`config.mk`:
```
export PLATFORM = sky130hd
export DESIGN_NAME = fcvd_outq
export DESIGN_NICKNAME = d
export VERILOG_FILES = /design/src/rtl/fcvd_pkg.sv /design/src/rtl/fcvd_outq.sv
export SDC_FILE = /design/constraint.sdc
export NUM_CORES = 1
export LEC_CHECK = 0
export ABC_AREA = 1
export BUFFER_PORTS_ARGS = -buffer_cell sky130_fd_sc_hd__buf_2
export CAP_MARGIN = 5
export CORE_UTILIZATION = 45
export DETAILED_ROUTE_END_ITERATION = 10
export PLACE_DENSITY = 0.7
export SLEW_MARGIN = 0
export SYNTH_ARGS = -nofsm -noshare
export SYNTH_HDL_FRONTEND = slang
export SYNTH_SLANG_ARGS = --single-unit
export TNS_END_PERCENT = 10
```
`constraint.sdc`:
```
create_clock -name aclk -period 5.6 [get_ports aclk]
set_input_delay 1.12 -clock aclk [delete_from_list [all_inputs] [get_ports aclk]]
set_output_delay 1.12 -clock aclk [all_outputs]
set_load 0.02 [all_outputs]
```
`src/rtl/fcvd_pkg.sv`:
```
// Shared types and constants for the front-coded vocabulary decoder.
// No dependencies; used by every module of the block.
package fcvd_pkg;

    localparam int GROUP_W = 12;
    localparam int CLASS_W = 12;

    // Result kinds
    typedef enum logic [1:0] {
        KIND_CHAR = 2'd0,
        KIND_REC  = 2'd1,
        KIND_ERR  = 2'd2
    } kind_t;

    // One result item as it travels through the output path
    typedef struct packed {
        kind_t               kind;
        logic [7:0]          position;
        logic [6:0]          char_code;
        logic                is_last_char;
        logic [8:0]          word_length;
        logic [CLASS_W-1:0]  word_class;
        logic [GROUP_W-1:0]  word_group;
        logic                classified;
        logic                group_seen;
    } result_t;

    // Read-modify-write request to the used-group bitmap
    typedef struct packed {
        logic               en;
        logic [GROUP_W-1:0] grp;
    } bm_req_t;

endpackage

```
`src/rtl/fcvd_outq.sv`:
```
// Two-entry result queue that decouples the decoder from the result channel.
// Depends on fcvd_pkg for the result type.
module fcvd_outq (
    input  logic              aclk,
    input  logic              aresetn,
    input  logic              push,
    input  fcvd_pkg::result_t push_data,
    output logic              room,
    output logic              m_valid,
    input  logic              m_ready,
    output fcvd_pkg::result_t head
);

    fcvd_pkg::result_t entry_reg [2];
    logic       wr_ptr_reg;
    logic       rd_ptr_reg;
    logic [1:0] cnt_reg;
    logic       pop;

    assign room    = (cnt_reg != 2'd2);
    assign m_valid = (cnt_reg != 2'd0);
    assign pop     = m_valid && m_ready;
    assign head    = entry_reg[rd_ptr_reg];

    // Pointers and fill count
    always_ff @(posedge aclk) begin
        if (!aresetn) begin
            wr_ptr_reg <= 1'b0;
            rd_ptr_reg <= 1'b0;
            cnt_reg    <= 2'd0;
        end else begin
            if (push) begin
                wr_ptr_reg <= ~wr_ptr_reg;
            end
            if (pop) begin
                rd_ptr_reg <= ~rd_ptr_reg;
            end
            if (push && !pop) begin
                cnt_reg <= cnt_reg + 2'd1;
            end else if (pop && !push) begin
                cnt_reg <= cnt_reg - 2'd1;
            end
        end
    end

    // Payload
    always_ff @(posedge aclk) begin
        if (push) begin
            entry_reg[wr_ptr_reg] <= push_data;
        end
    end

endmodule

```
==> flow_summary.toml <==
[status]
status = "complete, no violations"

[timing]
hold_violations = 0
finClkSkew_ns = 0.007864
max_clock_freq_mhz = 323.5
slew_violations = 0
fin_hold_ws_ns = 0.5113
setup_viol = 0
period_needed_ns = 3.091
fin_crit_sh_pct = 55.20
setup_tns_ns = 0
worst_pin_slew_ns = 0.9904
slew-limit-headroom_pct = 33.98
rsz0062_at_grt = "no"
setup_ws_ns = 2.509

[die]
row_count = 35
dieHeight_um = 99.92
io_pins = 112
design.core.area_mm2 = 0.009284
start_util_pct = 46.47
die_area_mm2 = 0.009983
die_x_um = 99.92

[detailed_routing]
final_antenna_net_count = 0
avgViaCountPerCell = 4.624
wl_per_cell_um = 14.94
drt_wl_total_um = 6754
drtIter0Drc = 48
num_vias = 2090
drc = 0
firstDrtPassIters = 4

[finish]
fin_nets = 377
syn2layout_area_growth_pct = 18.59
utilization_pct = 55.11
largest_register_ff_count = 106
antennaDiodeCount = 0
final_cell_mix = "111 x buf_2, 106 x edfxtp_1, 50 x mux2_4"
drive_gt1_share_pct = 56.97
final_common_cell = "buf_2"

[grt]
antenna_found_initial = 0
grt_pass1_vias = 2085
grt_first_pass_wirelength_um = 10410
track_usage_pct = 14.06
grt.overflow.total = 0
grt_start_max_net_pins = 54

[setup_path]
ff2ff_path_depth = 2
reg2reg_slack_ns = 3.80
end_kind = "primary output"
crit_end = "head[45]"
worstPathArrival_ns = 1.97
reg2reg_to = "entry_reg[0][16]$_DFFE_PP_"
crit_fanout = 53
crit_type = "reg -> out"
worstPathRequired_ns = 4.48
regToRegStartpoint = "wr_ptr_reg$_SDFFE_PN0P_"
cp-start-kind = "flop"

[cts]
clkTransAtPathRegs_ns = 0.09
hold_buffers = 0
cts_setup_buffers = 0
insertion_delay_ns = 0.35
cts_tree = "built"
cts.sinks = 111
htree_levels = 3
cts_buffers = 9
cts_resized = 0
clockRootBuffer = "clkbuf_8"
clock_path_buffers = 2

[synthesis]
synth_top_family_by_area = "multiplexers"
syn_area_per_cell_um2 = 21.46
yosysWarningCount = 0
synth.cell_area_mm2 = 0.004314
yosysSeqAreaShare_pct = 76.10
synth_xor_area_share_pct = 0
synthAdderAreaFrac_pct = 0.2900
synthSimpleGateAreaFrac_pct = 1.740
synth.distinct_cells = 15
synth-compound-area-share_pct = 0.4060
synth.area.mux_share_pct = 18.18
syn_inst = 201
ys_ff_latch = 111
syn_nets = 259

[power]
p_total_uw = 1713
ir_worst_vdd_v = 0.0001689
cellPowerDensity_mw_per_mm2 = 334.8
p_leak_uw = 0.002029

[placed_design]
place_ws_ns = 2.791
routabilityCongestion = 0.6475
portBuffers = 111
hpwl_um = 4343

[run]
max-cap-violations = 0

[worst_hold_path]
hold_class = "reg -> reg"
area by class of cell:
type                    instances  area, µm²
inverters                       8      30.03
clock inverters                 6      46.29
multi-input cells              76      897.1
fillers                       761       4168
clock buffers                   9      123.9
well taps                     129      161.4
repair buffers                113      570.5
flip-flops and latches        111       3287
Yosys cell counts:
cell type  instances  area share (%)
a21oi_1            1            0.12
buf_12             5             2.3
buf_6              1            0.26
dfxtp_1            5             2.3
edfxtp_1         106              74
ha_1               1            0.29
inv_1              8            0.70
mux2_2             3            0.78
mux2_4            50              17
nand2_1           10            0.87
nand3_1            1            0.12
nand4_1            1            0.15
nor2_1             7            0.61
o21a_1             1            0.17
o21ai_0            1            0.12
per-layer routing:
layer	wire (µm)	share of wire [%]	global-route usage, %	vias to the layer above
met2	3264	48	22.60	79
met5	0	0	0	-
met3	449	6.6	4.735	5
met1	3000	44	18.09	1008
li1	-	-	-	998
met4	39	0.58	4.412	0
kinds of logic after synthesis:
logic type                 Yosys count
buffers and inverters               14
adders and majority gates            1
AOI/OAI and AO/OA                    3
and+or+nand+nor                     19
muxes                               53
DFF                                111
through the flow:
stage               cells  instance area (µm²)
floorplan             201                 4314
global placement      437                 4946
detailed placement    437                 4946
CTS                   452                 5116
global route          452                 5116
finish                452                 5116
critical path, cell delays in order (launching register included):
cell     delay [ns]
dfxtp_4        0.97
mux2_2         0.41
buf_2          0.16
how the worst min path moves through the flow:
stage,from,to,slack (ns),depth (start not counted)
floorplan,rd_ptr_reg$_SDFFE_PN0P_,flop,0.47,2
global placement,rd_ptr_reg$_SDFFE_PN0P_,flop,0.47,2
detailed placement,rd_ptr_reg$_SDFFE_PN0P_,rd_ptr_reg$_SDFFE_PN0P_,0.50,2
CTS,rd_ptr_reg$_SDFFE_PN0P_,rd_ptr_reg$_SDFFE_PN0P_,0.52,2
global route,rd_ptr_reg$_SDFFE_PN0P_,rd_ptr_reg$_SDFFE_PN0P_,0.55,2
finish,rd_ptr_reg$_SDFFE_PN0P_,rd_ptr_reg$_SDFFE_PN0P_,0.51,2
power breakdown:
part	switching (µW)	internal, µW
registers	42.9	961
logic	143	143
clock network	261	163
(Power assumes the default switching activity.)
